`src/fpba_pkg.sv`:
```
package fpba_pkg;

  // default sizing
  localparam int unsigned DefMaxBlocks = 16;
  localparam int unsigned DefSizeBits  = 16;

  // port field widths
  localparam int unsigned FuncW  = 2;
  localparam int unsigned SizeW  = 16;
  localparam int unsigned StatW  = 2;
  localparam int unsigned BidxW  = 4;
  localparam int unsigned RemW   = 16;

  // request codes
  localparam logic [FuncW-1:0] FUNC_ADD   = 2'd0;
  localparam logic [FuncW-1:0] FUNC_FIRST = 2'd1;
  localparam logic [FuncW-1:0] FUNC_BEST  = 2'd2;
  localparam logic [FuncW-1:0] FUNC_WORST = 2'd3;

  // result status codes
  localparam logic [StatW-1:0] ST_OK      = 2'd0;
  localparam logic [StatW-1:0] ST_NOSPACE = 2'd1;
  localparam logic [StatW-1:0] ST_EMPTY   = 2'd2;
  localparam logic [StatW-1:0] ST_FULL    = 2'd3;

endpackage

```
`src/fit_policy_block_allocator.sv`:
```
// channel | signals                                   | direction
// --------+-------------------------------------------+----------
// in      | in_valid_i, in_ready_o, func_i, size_i    | request
// out     | out_valid_o, out_ready_i, status_o,       | result
//         | block_index_o, remaining_o                |
//
// an add result goes through S_DONE into the result register; an allocation result follows a scan
// of every entry through the single table read port, plus a read and a write state for each
// entry moved up when the chosen block is used up.
// one item is in work at a time; in_ready_o is high only when the sequencer is idle.
// the result register holds its item until taken, so a stalled output holds the next one back.
// reset clears the sequencer and output registers but not the table; table entries are never read before written.
module fit_policy_block_allocator
  import fpba_pkg::*;
#(
  parameter int unsigned MAX_BLOCKS = DefMaxBlocks,
  parameter int unsigned SIZE_BITS  = DefSizeBits
) (
  input  logic             clk_i,
  input  logic             rst_ni,
  input  logic             in_valid_i,
  output logic             in_ready_o,
  input  logic [FuncW-1:0] func_i,
  input  logic [SizeW-1:0] size_i,
  output logic             out_valid_o,
  input  logic             out_ready_i,
  output logic [StatW-1:0] status_o,
  output logic [BidxW-1:0] block_index_o,
  output logic [RemW-1:0]  remaining_o
);

  localparam int unsigned IdxW = (MAX_BLOCKS > 1) ? $clog2(MAX_BLOCKS) : 1;
  localparam int unsigned CntW = $clog2(MAX_BLOCKS + 1);
  localparam logic [CntW-1:0] CntMax = CntW'(MAX_BLOCKS);

  typedef enum logic [2:0] {
    S_IDLE,
    S_SCAN,
    S_SHIFT_RD,
    S_SHIFT_WR,
    S_DONE
  } state_e;

  state_e               state_q, state_d;
  logic [FuncW-1:0]     func_q, func_d;
  logic [SIZE_BITS-1:0] req_q, req_d;
  logic [CntW-1:0]      count_q, count_d;
  logic [CntW-1:0]      issue_q, issue_d;
  logic                 cmp_v_q, cmp_v_d;
  logic [IdxW-1:0]      cmp_idx_q, cmp_idx_d;
  logic                 found_q, found_d;
  logic [IdxW-1:0]      pick_idx_q, pick_idx_d;
  logic [SIZE_BITS-1:0] pick_val_q, pick_val_d;
  logic [CntW-1:0]      j_q, j_d;
  logic [StatW-1:0]     res_stat_q, res_stat_d;
  logic [IdxW-1:0]      res_idx_q, res_idx_d;
  logic [SIZE_BITS-1:0] res_rem_q, res_rem_d;
  logic                 out_valid_q, out_valid_d;
  logic [StatW-1:0]     out_stat_q, out_stat_d;
  logic [IdxW-1:0]      out_idx_q, out_idx_d;
  logic [SIZE_BITS-1:0] out_rem_q, out_rem_d;

  // table memory, one write and one registered read per cycle
  logic [SIZE_BITS-1:0] mem_q [MAX_BLOCKS];
  logic [SIZE_BITS-1:0] rd_data_q;
  logic                 rd_en;
  logic [IdxW-1:0]      rd_addr;
  logic                 wr_en;
  logic [IdxW-1:0]      wr_addr;
  logic [SIZE_BITS-1:0] wr_data;

  logic                 in_acc;
  logic                 fits;
  logic                 take;
  logic [SIZE_BITS-1:0] rem_calc;

  assign in_ready_o = (state_q == S_IDLE);
  assign in_acc     = in_valid_i && in_ready_o;

  // shared compare and subtract unit
  assign fits = (rd_data_q >= req_q);
  assign take = fits && (!found_q
              || ((func_q == FUNC_BEST)  && (rd_data_q < pick_val_q))
              || ((func_q == FUNC_WORST) && (rd_data_q > pick_val_q)));
  assign rem_calc = pick_val_q - req_q;

  // sequencer next state
  always_comb begin
    state_d     = state_q;
    func_d      = func_q;
    req_d       = req_q;
    count_d     = count_q;
    issue_d     = issue_q;
    cmp_v_d     = 1'b0;
    cmp_idx_d   = cmp_idx_q;
    found_d     = found_q;
    pick_idx_d  = pick_idx_q;
    pick_val_d  = pick_val_q;
    j_d         = j_q;
    res_stat_d  = res_stat_q;
    res_idx_d   = res_idx_q;
    res_rem_d   = res_rem_q;
    out_valid_d = out_valid_q;
    out_stat_d  = out_stat_q;
    out_idx_d   = out_idx_q;
    out_rem_d   = out_rem_q;
    rd_en       = 1'b0;
    rd_addr     = '0;
    wr_en       = 1'b0;
    wr_addr     = '0;
    wr_data     = '0;

    if (out_valid_q && out_ready_i) begin
      out_valid_d = 1'b0;
    end

    unique case (state_q)
      S_IDLE: begin
        if (in_acc) begin
          func_d  = func_i;
          req_d   = SIZE_BITS'(size_i);
          issue_d = '0;
          found_d = 1'b0;
          if (func_i == FUNC_ADD) begin
            state_d = S_DONE;
            if (count_q >= CntMax) begin
              res_stat_d = ST_FULL;
              res_idx_d  = '0;
              res_rem_d  = '0;
            end else begin
              wr_en      = 1'b1;
              wr_addr    = count_q[IdxW-1:0];
              wr_data    = SIZE_BITS'(size_i);
              res_stat_d = ST_OK;
              res_idx_d  = count_q[IdxW-1:0];
              res_rem_d  = SIZE_BITS'(size_i);
              count_d    = count_q + 1'b1;
            end
          end else if (count_q == '0) begin
            state_d    = S_DONE;
            res_stat_d = ST_EMPTY;
            res_idx_d  = '0;
            res_rem_d  = '0;
          end else begin
            state_d = S_SCAN;
          end
        end
      end
      S_SCAN: begin
        // issue the next read while the previous entry is compared
        if (issue_q < count_q) begin
          rd_en     = 1'b1;
          rd_addr   = issue_q[IdxW-1:0];
          cmp_v_d   = 1'b1;
          cmp_idx_d = issue_q[IdxW-1:0];
          issue_d   = issue_q + 1'b1;
        end
        if (cmp_v_q && take) begin
          found_d    = 1'b1;
          pick_idx_d = cmp_idx_q;
          pick_val_d = rd_data_q;
        end
        // scan finished, apply the pick
        if (!(issue_q < count_q) && !cmp_v_q) begin
          if (!found_q) begin
            state_d    = S_DONE;
            res_stat_d = ST_NOSPACE;
            res_idx_d  = '0;
            res_rem_d  = '0;
          end else begin
            wr_en      = 1'b1;
            wr_addr    = pick_idx_q;
            wr_data    = rem_calc;
            res_stat_d = ST_OK;
            res_idx_d  = pick_idx_q;
            res_rem_d  = rem_calc;
            if (rem_calc == '0) begin
              count_d = count_q - 1'b1;
              j_d     = CntW'(pick_idx_q);
              state_d = S_SHIFT_RD;
            end else begin
              state_d = S_DONE;
            end
          end
        end
      end
      S_SHIFT_RD: begin
        // move later entries up one place
        if (j_q < count_q) begin
          rd_en   = 1'b1;
          rd_addr = IdxW'(j_q + 1'b1);
          state_d = S_SHIFT_WR;
        end else begin
          state_d = S_DONE;
        end
      end
      S_SHIFT_WR: begin
        wr_en   = 1'b1;
        wr_addr = j_q[IdxW-1:0];
        wr_data = rd_data_q;
        j_d     = j_q + 1'b1;
        state_d = S_SHIFT_RD;
      end
      S_DONE: begin
        if (!out_valid_q || out_ready_i) begin
          out_valid_d = 1'b1;
          out_stat_d  = res_stat_q;
          out_idx_d   = res_idx_q;
          out_rem_d   = res_rem_q;
          state_d     = S_IDLE;
        end
      end
      default: begin
        state_d = S_IDLE;
      end
    endcase
  end

  // state and registered outputs
  always_ff @(posedge clk_i or negedge rst_ni) begin
    if (!rst_ni) begin
      state_q     <= S_IDLE;
      func_q      <= '0;
      req_q       <= '0;
      count_q     <= '0;
      issue_q     <= '0;
      cmp_v_q     <= 1'b0;
      cmp_idx_q   <= '0;
      found_q     <= 1'b0;
      pick_idx_q  <= '0;
      pick_val_q  <= '0;
      j_q         <= '0;
      res_stat_q  <= '0;
      res_idx_q   <= '0;
      res_rem_q   <= '0;
      out_valid_q <= 1'b0;
      out_stat_q  <= '0;
      out_idx_q   <= '0;
      out_rem_q   <= '0;
    end else begin
      state_q     <= state_d;
      func_q      <= func_d;
      req_q       <= req_d;
      count_q     <= count_d;
      issue_q     <= issue_d;
      cmp_v_q     <= cmp_v_d;
      cmp_idx_q   <= cmp_idx_d;
      found_q     <= found_d;
      pick_idx_q  <= pick_idx_d;
      pick_val_q  <= pick_val_d;
      j_q         <= j_d;
      res_stat_q  <= res_stat_d;
      res_idx_q   <= res_idx_d;
      res_rem_q   <= res_rem_d;
      out_valid_q <= out_valid_d;
      out_stat_q  <= out_stat_d;
      out_idx_q   <= out_idx_d;
      out_rem_q   <= out_rem_d;
    end
  end

  // table memory port
  always_ff @(posedge clk_i) begin
    if (wr_en) begin
      mem_q[wr_addr] <= wr_data;
    end
    if (rd_en) begin
      rd_data_q <= mem_q[rd_addr];
    end
  end

  assign out_valid_o   = out_valid_q;
  assign status_o      = out_stat_q;
  assign block_index_o = BidxW'(out_idx_q);
  assign remaining_o   = RemW'(out_rem_q);

`ifndef NO_ASSERTIONS
  a_count_range: assert property (@(posedge clk_i) disable iff (!rst_ni)
    count_q <= CntMax)
    else $error("block count above table depth");

  a_add_grows: assert property (@(posedge clk_i) disable iff (!rst_ni)
    (in_acc && (func_i == FUNC_ADD) && (count_q < CntMax))
    |=> (count_q == $past(count_q) + 1'b1))
    else $error("add did not grow the table");

  a_cmp_in_table: assert property (@(posedge clk_i) disable iff (!rst_ni)
    (state_q == S_SCAN && cmp_v_q) |-> (CntW'(cmp_idx_q) < count_q))
    else $error("scan compared an entry beyond the table");

  a_ok_pick_fits: assert property (@(posedge clk_i) disable iff (!rst_ni)
    (state_q == S_SCAN && cmp_v_q && take) |-> (rd_data_q >= req_q))
    else $error("picked a block smaller than the request");
`endif

endmodule
```
`config.mk`:
```
export PLATFORM = sky130hd
export DESIGN_NAME = fit_policy_block_allocator
export DESIGN_NICKNAME = d
export VERILOG_FILES = /design/src/fpba_pkg.sv /design/src/fit_policy_block_allocator.sv
export SDC_FILE = /design/constraint.sdc
export NUM_CORES = 1
export LEC_CHECK = 0
export BUFFER_PORTS_ARGS = -buffer_cell sky130_fd_sc_hd__buf_2
export CELL_PAD_IN_SITES_DETAIL_PLACEMENT = 1
export CELL_PAD_IN_SITES_GLOBAL_PLACEMENT = 1
export CORE_AREA = 4 4 181 201
export DETAILED_ROUTE_END_ITERATION = 8
export DIE_AREA = 0 0 185 205
export PLACE_DENSITY = 0.87
export SYNTH_ARGS = -nofsm -noshare
export SYNTH_HDL_FRONTEND = slang
export SYNTH_SLANG_ARGS = --single-unit
export TNS_END_PERCENT = 30
```
`constraint.sdc`:
```
create_clock -name clk_i -period 12.6 [get_ports clk_i]
set_input_delay 2.52 -clock clk_i [delete_from_list [all_inputs] [get_ports clk_i]]
set_output_delay 2.52 -clock clk_i [all_outputs]
set_load 0.02 [all_outputs]
```
## Word level (Yosys, flattened, before mapping)

Memories as Yosys holds them, arrays and structs flattened. A register that Yosys moved wholly into a read port is not among the register bits.
Cells that the tools add are included.

- Add/subtract/negate cells: 5
- $lt $le $gt $ge: 6
- Equal/unequal tests: 16
- Mux-type cells: 73
- Reduce and logical (&&, ||, !) cells: 30

Operator list:

| operator | count |
|---|---|
| $mux 16 | 9 |
| $mux 5 | 11 |
| $pmux 16 s3 | 1 |
| $mux 4 | 11 |
| $pmux 16 s2 | 1 |
| $pmux 5 s2 | 3 |
| $mux 3 | 8 |
| $ge 16x16->1 | 1 |
| $gt 16x16->1 | 1 |
| $logic_not 16->1 | 1 |
| $lt 16x16->1 | 1 |
| $mux 1 | 16 |
| $pmux 4 s2 | 2 |
| $sub 16x16->16 | 1 |
| $add 5x1->5 const B | 3 |
| $pmux 3 s5 | 1 |
| $ne 2x2->1 const B | 7 |
| $pmux 4 s3 | 1 |
| $lt 5x5->1 | 2 |
| $mux 2 | 5 |
| $reduce_and 3->1 | 3 |
| $reduce_and 2->1 | 4 |
| $reduce_and 4->1 | 2 |
| $logic_and 1x1->1 | 7 |
| other kinds (18) | 28 |

- Register bits: 107
- Memory bits (writable): 256
- Memories: 1

Memories:

| memory | words | bits a word | rd ports | clocked after memory_dff | write ports | RTL line | source |
|---|---|---|---|---|---|---|---|
| mem_q | 16 | 16 | 1 | 1 | 1 | fit_policy_block_allocator.sv:64 | `logic [SIZE_BITS-1:0] mem_q [MAX_BLOCKS];` |

## Longest topological paths before layout

Gate-level depths: netlist of the first run.

- Depth after elaboration: 8
- Mapped depth: 13

## Least setup slack after synthesis of the first run

Ideal clock, no wire load.

- Path type: input to register
- From: input func_i[1]
- To: memory mem_q[0][0] (netlist bit) (enable)
- Setup time: 0.478 ns
- Data arrival time: 6.392 ns
- Slack: 5.730 ns
- Stages on the path: 6
- Buffers on the path: 1
- Cells stage by stage: nor3_1 > nand2_1 > nor3_1 > clkbuf_1 > o311ai_0 > a2111oi_0

- Longest elaborated chain between the ends: 6
- Elaborated cells between the ends (all ways): 9
- Classes of those cells: 8 x mux; 1 x reduce/logical

RTL lines:

| what | RTL line | source |
|---|---|---|
| start, declared | fit_policy_block_allocator.sv:23 | `input logic [FuncW-1:0] func_i,` |
| $logic_not 2->1 * | fit_policy_block_allocator.sv:124 | `if (func_i == FUNC_ADD) begin` |
| $mux 1 | fit_policy_block_allocator.sv:124 |  |
| $mux 1 | fit_policy_block_allocator.sv:119 | `if (in_acc) begin` |
| $pmux 1 s3 | fit_policy_block_allocator.sv:117 | `unique case (state_q)` |
| $mux 1 | fit_policy_block_allocator.sv:264 | `if (wr_en) begin` |
| $mux 1 (not written as such) | fit_policy_block_allocator.sv:265 | `mem_q[wr_addr] <= wr_data;` |
| end, declared | fit_policy_block_allocator.sv:64 |  |

Mark *: on every way between the ends. The rest lies on a longest branch, timed or not.

## Worst setup path in the final report of the first run

- From: input in_valid_i
- To: memory mem_q[0][6] (netlist bit) (enable)

- Longest elaborated chain between the ends: 5
- Elaborated cells between the ends (all ways): 7
- Classes of those cells: 6 x mux; 1 x reduce/logical

RTL lines:

| what | RTL line | source |
|---|---|---|
| start, declared | fit_policy_block_allocator.sv:21 | `input logic in_valid_i,` |
| $logic_and 1x1->1 * | fit_policy_block_allocator.sv:78 | `assign in_acc = in_valid_i && in_ready_o;` |
| $mux 1 | fit_policy_block_allocator.sv:119 |  |
| $pmux 1 s3 | fit_policy_block_allocator.sv:117 |  |
| $mux 1 | fit_policy_block_allocator.sv:264 |  |
| $mux 1 (not written as such) | fit_policy_block_allocator.sv:265 |  |

Marks and branches as above.

==> run_results.csv, run 1 <==
group,metric,value,unit
run_status,outcome,"completed",
clock_network,cts.reportedPaths.clkPinSlew,60,ps
clock_network,clock_latency,540,ps
sta,min_period,5070,ps
synthesis,syn_area,17300,um^2
critical_path,cpLargestDelayFamily,"compound AO/OA/AOI/OAI gates",
floorplanning,fp.dieW,185,um
critical_path,cp_data_arrival_time,5280,ps
placement,gp_congestion,0.887,
sta,drv_slew,0,
sta,fin_tns_setup,0,ps
critical_path,reg2reg_depth,10,
floorplanning,row_count,71,
critical_path,cp.required,12820,ps
critical_path,critPathLaunch,"in_valid_i",
final_layout,final_nets,1469,
clock_network,numCtsBuffers,40,
floorplanning,core_area,34100,um^2
clock_network,cts_tree,"built",
synthesis,yosys.area_share.simple,0.0965,
synthesis,synth_top_family_by_area,"compound AO/OA/AOI/OAI gates",
grt,antenna_found_initial,1,
synthesis,synth-compound-area-share,0.114,
floorplanning,initial_core_util,0.507,
grt,grt_overflow,0,
critical_path,criticalPathCategory,"input pin to flop",
drt,drtIter0Drc,1122,
drt,dr.pass1.iters,6,
critical_path,crit_top_cell,"buf_4",
job,timing.max_cap.violations,0,
drt,viasPerCell,6.22,
critical_path,timing.rr.end,"mem_q[0][6]",
clock_network,post_cts_resized,0,
drt,drc,0,
synthesis,synthArstFlopShare,0.282,
critical_path,crit_path_start_kind,"input pin",
clock_network,cts.sinks,379,
critical_path,crit_path_end_kind,"flop",
sta,slew_headroom,0.196,
synthesis,syn_inst,1319,
synthesis,synth-edff-count,272,
worst_hold_path,hold_depth,2,
placement,post-dp-hpwl,32.0,mm
power,p_comb_frac,0.428,
sta,skew,16.1,ps
drt,num_vias,11500,
final_layout,num_antenna_cells,0,
drt,wirelength,47.3,mm
power,netSwitchingPower,1.98,mW
sta,finalCritPeriodShare,0.402,
power,p_sw_frac,0.402,
drt,antenna_left,0,
synthesis,synth_mux_area_frac,0.0706,
clock_network,clock_path_buffers,3,
power,p_seq_frac,0.341,
synthesis,synth_xor_area_frac,0.0111,
sta,tightest_slew,1200,ps
synthesis,synth-seq-area-share,0.627,
drt,wire_per_inst,25.5,um
worst_hold_path,min_path_type,"flop to flop",
critical_path,cp_max_fo,22,
synthesis,syn_area_per_cell,13.1,um^2
critical_path,max_stage_delay,720,ps
clock_network,cts_hold_buf,0,
clock_network,h-tree-depth,2,
power,peakVddDrop,0.164,mV
sta,hold_viol,0,
floorplanning,io_pins,46,
final_layout,area_growth_syn_to_layout,11.5,%
clock_network,cts_setup_buffers,0,
synthesis,ys_types,67,
floorplanning,die_area,37900,um^2
synthesis,synth_nets,1404,
power,intPower,2.95,mW
grt,grt_pass1_vias,12300,
grt,grt_pass1_wl,72.9,mm
synthesis,ys_warn_count,0,
sta,setup_viol,0,
critical_path,critPathBufInv,3,
sta,setup_ws,7530,ps
clock_network,cts-root-buf,"clkbuf_16",
power,power_leakage,7.49,nW
power,power_frac_clock,0.231,
worst_hold_path,min_to,"res_rem_q[3]",
final_layout,drive_gt1_frac,0.153,
grt,grt_max_degree,73,
critical_path,crit_path_top_delay_cell,"a222oi_1",
floorplanning,die_height,205,um
synthesis,synth_ff_type,"edfxtp_1",
critical_path,rr_startpoint,"state_q[1]",
synthesis,synth_seq_cells,379,
power,power.density,256,nW/um^2
critical_path,reg2reg_slack,8240,ps
sta,rsz0062_at_grt,"no",
grt,groute.usage.overall,0.250,
sta,fmax,197,MHz
synthesis,synthAdderAreaFrac,0.0465,
worst_hold_path,hp-start,"res_rem_q[3]",
critical_path,crit_chain,"buf_2 > nor2b_1 > nand2_1 > nor3_2 > buf_4 > a222oi_1 > o311ai_0 > a2111oi_2 > buf_4",
placement,place_ws,7060,ps
placement,port_buffers,45,
## flip-flops by register name, indices dropped and copies added, names as in the netlist
register       cells
mem_q            256
pick_val_q        16
rd_data_q         16
remaining_o       16
req_q             16
res_rem_q         16
count_q            5
issue_q            5
j_q                5
block_index_o      4
cmp_idx_q          4
pick_idx_q         4
res_idx_q          4
state_q            3
func_q             2
res_stat_q         2
status_o           2
cmp_v_q            1
found_q            1
out_valid_o        1
## layer usage
layer / track usage / vias to the layer above / share of wire
met5: 0 / - / 0
met4: 0.0973 / 0 / 0.043
met3: 0.0439 / 142 / 0.060
met2: 0.435 / 473 / 0.50
met1: 0.311 / 5805 / 0.39
li1: - / 5106 / -
## worst max path at each step
stage	endpoint	slack (ps)	cells after the start
after floorplan	mem_q[0][0]	5730	6
after global placement	mem_q[0][8]	7400	9
after detailed placement	mem_q[0][8]	7060	9
after CTS	mem_q[0][13]	7550	9
after global routing	mem_q[0][13]	7320	9
final	mem_q[0][6]	7530	9
## cell type report
type | count | area (um^2)
well taps | 438 | 548
clock inverters | 27 | 239
repair buffers | 83 | 513
multi-input cells | 820 | 5880
inverters | 60 | 225
fillers | 3400 | 14800
clock buffers | 46 | 1030
flip-flops and latches | 379 | 10800
## layout by cell type (no fill, tap or decap), types with 47 or more instances in the layout
cell,n
ha_1,61
mux2i_1,69
edfxtp_1,272
dfrtp_1,107
nand2_1,191
o21ai_0,65
nor2_1,50
inv_1,60
a32oi_1,64
mux2_2,47
## metrics by stage
stage	hold slack (ps)	instance area (um^2)	power (mW)	utilization	cells
global route	518	19300	5.22	0.565	1853
finish	472	19300	4.93	0.565	1853
detailed placement	467	18000	3.75	0.528	1780
CTS	480	19300	4.93	0.565	1853
floorplan	445	17300	3.16	-	1319
global placement	457	18000	3.64	0.528	1780
## worst min-delay path: stages (launching register included)
cell and delay [ps]:
dfrtp_1 330, nand2_1 50, o21ai_0 60
## synth_stat cells (9+ instances only)
| library cell | number | area share |
|---|---|---|
| mux2i_1 | 69 | 0.040 |
| and4_1 | 18 | 0.0091 |
| a21o_1 | 19 | 0.0083 |
| dfrtp_1 | 107 | 0.15 |
| a22oi_1 | 19 | 0.0083 |
| nor2_1 | 50 | 0.011 |
| a21oi_1 | 38 | 0.011 |
| nand4_1 | 14 | 0.0051 |
| mux2_2 | 47 | 0.031 |
| nand3_1 | 14 | 0.0041 |
| o21ai_0 | 65 | 0.019 |
| xor2_1 | 10 | 0.0051 |
| o21a_1 | 9 | 0.0039 |
| nand2b_1 | 11 | 0.0040 |
| clkbuf_1 | 31 | 0.0067 |
| a32oi_1 | 64 | 0.032 |
| ha_1 | 61 | 0.044 |
| edfxtp_1 | 272 | 0.47 |
| nand2_1 | 191 | 0.041 |
| xnor2_1 | 12 | 0.0061 |
| nor3_1 | 14 | 0.0041 |
| a222oi_1 | 9 | 0.0052 |
| buf_2 | 9 | 0.0026 |
| inv_1 | 60 | 0.013 |
## power by group through the flow
| stage | registers, mW | logic, mW | clock network, mW |
|---|---|---|---|
| final | 1.68 | 2.11 | 1.14 |
| after global routing | 1.70 | 2.30 | 1.21 |
| after CTS | 1.68 | 2.09 | 1.16 |
| after detailed placement | 1.70 | 2.05 | 0 |
| after global placement | 1.69 | 1.95 | 0 |
| after floorplan | 1.68 | 1.49 | 0 |
## cells by family after synthesis
group,Yosys count
compound gates,272
xor+xnor,22
fa+ha+maj,63
buf+inv,120
flops,379
mux,116
simple gates,347
Power figures use the tool's default switching activity.
==> run 2: changes to the inputs <==
clock period = 4.9 ns   (was 12.6 ns; I/O delays follow)
==> run 2 against run 1 <==
- worst setup slack got worse by 6700 ps
- highest routed layer is now met5
- core utilization about the same
- global-route usage up 0.61 points
- combinational power increased to 2.6 times the previous value
- sequential share of layout area hardly changed
- flip-flop and latch count is the same
- clock skew up 1.4 ps
- hold slack gained 5.6 ps
==> run_results.csv, run 2 (synthesis results as in run 1) <==
group,metric,value,unit
run_status,outcome,"completed",
sta,drv_slew,0,
final_layout,num_antenna_cells,0,
sta,rsz0062_at_grt,"no",
clock_network,h-tree-depth,2,
clock_network,cts_setup_buffers,0,
final_layout,finalInstanceArea,19300,um^2
power,power.density,660,nW/um^2
critical_path,crit_path_top_delay_cell,"a222oi_1",
final_layout,multi_input_area,5880,um^2
worst_hold_path,hold_depth,2,
grt,grt_overflow,0,
final_layout,drive_gt1_frac,0.154,
drt,wire_per_inst,26.1,um
clock_network,clock_path_buffers,3,
floorplanning,die_area,37900,um^2
floorplanning,core_area,34100,um^2
job,timing.max_cap.violations,0,
sta,min_period,4100,ps
grt,groute.usage.overall,0.256,
final_layout,final_nets,1473,
critical_path,cp_max_fo,16,
placement,gp_congestion,0.927,
grt,grt_pass1_vias,12400,
sta,fmax,244,MHz
power,peakVddDrop,0.316,mV
clock_network,cts.sinks,379,
critical_path,crit_path_end_kind,"flop",
critical_path,cp.required,5100,ps
grt,antenna_found_initial,1,
clock_network,cts-root-buf,"clkbuf_16",
sta,fin_tns_setup,0,ps
final_layout,final_common_cell,"edfxtp_1",
clock_network,cts_tree,"built",
worst_hold_path,min_path_type,"flop to flop",
placement,post-dp-hpwl,32.5,mm
critical_path,criticalPathCategory,"flop to flop",
floorplanning,io_pins,46,
floorplanning,die_height,205,um
floorplanning,fp.dieW,185,um
clock_network,clock_latency,540,ps
power,power_leakage,7.51,nW
final_layout,area_growth_syn_to_layout,11.6,%
drt,antenna_left,0,
floorplanning,row_count,71,
placement,place_ws,921,ps
sta,setup_viol,0,
drt,drtIter0Drc,1300,
drt,num_vias,11600,
critical_path,reg2reg_depth,11,
drt,viasPerCell,6.26,
sta,slew_headroom,0.217,
sta,setup_ws,798,ps
sta,tightest_slew,1170,ps
critical_path,max_stage_delay,560,ps
placement,port_buffers,45,
drt,drc,0,
final_layout,final_util,0.566,
critical_path,cp_data_arrival_time,4310,ps
clock_network,cts.reportedPaths.clkPinSlew,60,ps
grt,grt_pass1_wl,74.6,mm
critical_path,crit_path_start_kind,"flop",
sta,skew,17.5,ps
final_layout,seq_area,10800,um^2
final_layout,layout_common_cells,"edfxtp_1 (272), nand2_1 (191), dfrtp_1 (107)",
placement,dpl_cell_area,18100,um^2
grt,grt_max_degree,82,
clock_network,numCtsBuffers,40,
final_layout,largest_reg_flops,256,
sta,hold_viol,0,
final_layout,fill_cells,3369,
clock_network,cts_hold_buf,0,
final_layout,regMostFlops,"mem_q",
sta,finalCritPeriodShare,0.837,
drt,dr.pass1.iters,6,
drt,wirelength,48.3,mm
critical_path,crit_chain,"inv_1 > ha_1 > a21oi_1 > o21ai_0 > a21oi_1 > nor3_1 > buf_4 > a222oi_1 > o311ai_0 > a2111oi_2 > buf_4",
floorplanning,initial_core_util,0.507,
clock_network,post_cts_resized,0,
[run 2: per-layer routing]
metal | GRT usage | part of all wire
met1 | 0.334 | 0.40
met2 | 0.444 | 0.50
met3 | 0.0446 | 0.075
met4 | 0.0705 | 0.029
met5 | 0 | 0.00037
[run 2: worst paths after layout]
check,slack (ps),end,from
min in group asynchronous,630,res_idx_q[1],rst_ni
min reg2reg,480,res_rem_q[1],res_rem_q[1]
max,800,mem_q[0][9],count_q[3]
min,480,res_rem_q[1],res_rem_q[1]
max reg2reg,800,mem_q[0][9],count_q[3]
max in group asynchronous,3260,req_q[13],rst_ni
[run 2: through the flow]
stage | instances | power [mW] | hold slack, ps
2_1_floorplan | 1319 | 8.13 | 445
3_3_place_gp | 1784 | 9.43 | 458
3_5_place_dp | 1784 | 9.71 | 469
4_1_cts | 1851 | 12.7 | 483
5_1_grt | 1851 | 13.5 | 515
6_report | 1851 | 12.7 | 477
[run 2: cell type report]
type,count,area share
Multi-Input combinational cell,820,0.305
Sequential cell,379,0.562
Timing Repair Buffer,87,0.0288
Tap cell,438,0.0284
Inverter,60,0.0117
Clock buffer,52,0.0576
Clock inverter,15,0.00687
[run 2: power breakdown]
group | switching [mW] | internal, mW | total (mW)
Sequential | 0.425 | 3.95 | 4.37
Clock | 1.22 | 1.70 | 2.92
Combinational | 3.41 | 2.03 | 5.44
Total | 5.05 | 7.68 | 12.7
[run 2: critical path, delay by kind of cell, from the launching register on]
family	cells	cell delay [ps]
AO/OA/AOI/OAI	6	2190
buffers and inverters	3	710
flip-flops	1	440
adder cells (fa/ha/maj)	1	330
AND/OR/NAND/NOR	1	90
==> run 3: changes to the inputs <==
CORE_AREA = 4 4 188 209   (was 4 4 181 201)
DIE_AREA = 0 0 192 213   (was 0 0 185 205)
PLACE_DENSITY = 0.85   (was 0.87)
clock period = 3.7 ns   (was 4.9 ns; I/O delays follow)
==> run 3 against run 2 <==
- design area up 2.4%
- clock power up 35%
- core utilization down 3.1 points
- die area up 7.8%
- clock skew up 7.1 ps
- sequential power up 31%
- maximum frequency up 17%
- critical path depth up 1
==> run_results.csv, run 3 (synthesis results as in run 1) <==
group,metric,value,unit
clock_network,clock_latency,560,ps
grt,antenna_found_initial,0,
final_layout,area_growth_syn_to_layout,14.3,%
floorplanning,row_count,74,
critical_path,crit_path_start_kind,"flop",
floorplanning,initial_core_util,0.468,
sta,tightest_slew,1030,ps
run_status,outcome,"completed",
sta,drv_slew,0,
final_layout,regMostFlops,"mem_q",
sta,hold_viol,0,
power,power,17.4,mW
clock_network,clock_path_buffers,3,
final_layout,final_common_cell,"edfxtp_1",
final_layout,final_util,0.535,
clock_network,cts.sinks,379,
grt,groute.usage.overall,0.240,
job,timing.max_cap.violations,0,
critical_path,critPathBufInv,4,
sta,fmax,285,MHz
placement,gp_congestion,0.902,
drt,antenna_left,0,
critical_path,max_stage_delay,400,ps
placement,post-dp-hpwl,33.2,mm
floorplanning,core_area,36900,um^2
critical_path,cpLargestDelayFamily,"compound AO/OA/AOI/OAI gates",
drt,wire_per_inst,25.3,um
clock_network,cts_tree,"built",
grt,grt_max_degree,65,
final_layout,final_nets,1506,
final_layout,layout_common_cells,"edfxtp_1 (272), nand2_1 (191), dfrtp_1 (107)",
power,peakVddDrop,0.501,mV
clock_network,cts.reportedPaths.clkPinSlew,60,ps
final_layout,drive_gt1_frac,0.179,
critical_path,crit_path_end_kind,"flop",
sta,fin_tns_setup,0,ps
floorplanning,die_area,40900,um^2
grt,grt_pass1_vias,12500,
critical_path,crit_chain,"inv_1 > ha_1 > a21oi_1 > o21ai_0 > a21oi_1 > nor3_1 > buf_4 > a222oi_1 > o311ai_1 > buf_4 > nor2_1 > buf_4",
drt,drtIter0Drc,1045,
critical_path,cp_max_fo,16,
drt,wirelength,49.1,mm
grt,grt_pass1_wl,75.4,mm
drt,drc,0,
sta,setup_viol,0,
clock_network,numCtsBuffers,40,
sta,min_period,3510,ps
drt,num_vias,11700,
floorplanning,die_height,213,um
clock_network,cts_hold_buf,0,
clock_network,h-tree-depth,2,
final_layout,num_antenna_cells,0,
drt,viasPerCell,6.02,
critical_path,reg2reg_slack,190,ps
final_layout,largest_reg_flops,256,
floorplanning,io_pins,46,
drt,dr.pass1.iters,6,
sta,finalCritPeriodShare,0.950,
sta,skew,24.6,ps
critical_path,crit_path_top_delay_cell,"a222oi_1",
critical_path,cp.required,3920,ps
critical_path,criticalPathCategory,"flop to flop",
floorplanning,fp.dieW,192,um
power,power.density,879,nW/um^2
critical_path,crit_top_cell,"buf_4",
power,power_leakage,7.72,nW
critical_path,cp_data_arrival_time,3730,ps
sta,hold_ws,235,ps
worst_hold_path,min_path_type,"input pin to async pin",
placement,port_buffers,45,
grt,grt_overflow,0,
clock_network,cts-root-buf,"clkbuf_16",
sta,slew_headroom,0.310,
[run 3: cell count changes in the layout (fill, tap and decap cells not counted), sizes merged]
cell and delta:
clkinvlp +2, buf +33, inv +1, clkbuf -3
bufinv +1, clkinv +4
[run 3: through the flow]
stage | setup slack, ps | area, um^2 | std cells
after detailed placement | -45.7 | 18400 | 1865
after global placement | 118 | 18400 | 1865
after floorplan | 365 | 17300 | 1319
after global routing | -19.7 | 19800 | 1945
after CTS | 22.3 | 19700 | 1941
final | 186 | 19800 | 1945
[run 3: path summary, 6_finish.rpt]
| path | startpoint | to | cells past startpoint |
|---|---|---|---|
| worst max-delay path | count_q[3] | mem_q[8][14] | 12 |
| min in group clk_i | size_i[7] | req_q[7] | 3 |
| worst min register to register | res_rem_q[2] | res_rem_q[2] | 2 |
| max in group asynchronous | rst_ni | req_q[8] | 2 |
| worst min-delay path | rst_ni | res_idx_q[1] | 1 |
| worst max register to register | count_q[3] | mem_q[8][14] | 12 |
[run 3: area by class of cell]
| class | instances | area [um^2] |
|---|---|---|
| Inverter | 60 | 225 |
| Timing Repair Buffer | 120 | 866 |
| Sequential cell | 379 | 10800 |
| Fill cell | 3704 | 17200 |
| Tap cell | 494 | 618 |
| Multi-Input combinational cell | 820 | 5930 |
| Clock buffer | 49 | 1050 |
| Clock inverter | 23 | 230 |
[run 3: power by group]
part | switching, mW | internal (mW) | total (mW)
Clock | 1.70 | 2.26 | 3.95
Combinational | 4.70 | 2.99 | 7.69
Sequential | 0.507 | 5.23 | 5.73
Total | 6.91 | 10.5 | 17.4
[run 3: metal layers]
layer	share of wire	track usage	vias to the layer above	wire length (um)
met5	0	0	-	0
met4	0.027	0.0698	0	1340
met3	0.067	0.0422	96	3270
met2	0.51	0.423	432	25000
met1	0.40	0.307	6008	19500
li1	-	-	5180	-
[run 3: timing repair]
action / CTS / global route
resized for setup: 2 / 6
hold endpoints to repair: 0 / 0
pin swaps: 2 / 6
endpoints found under the setup margin: 35 / 73
setup buffers: 4 / 4
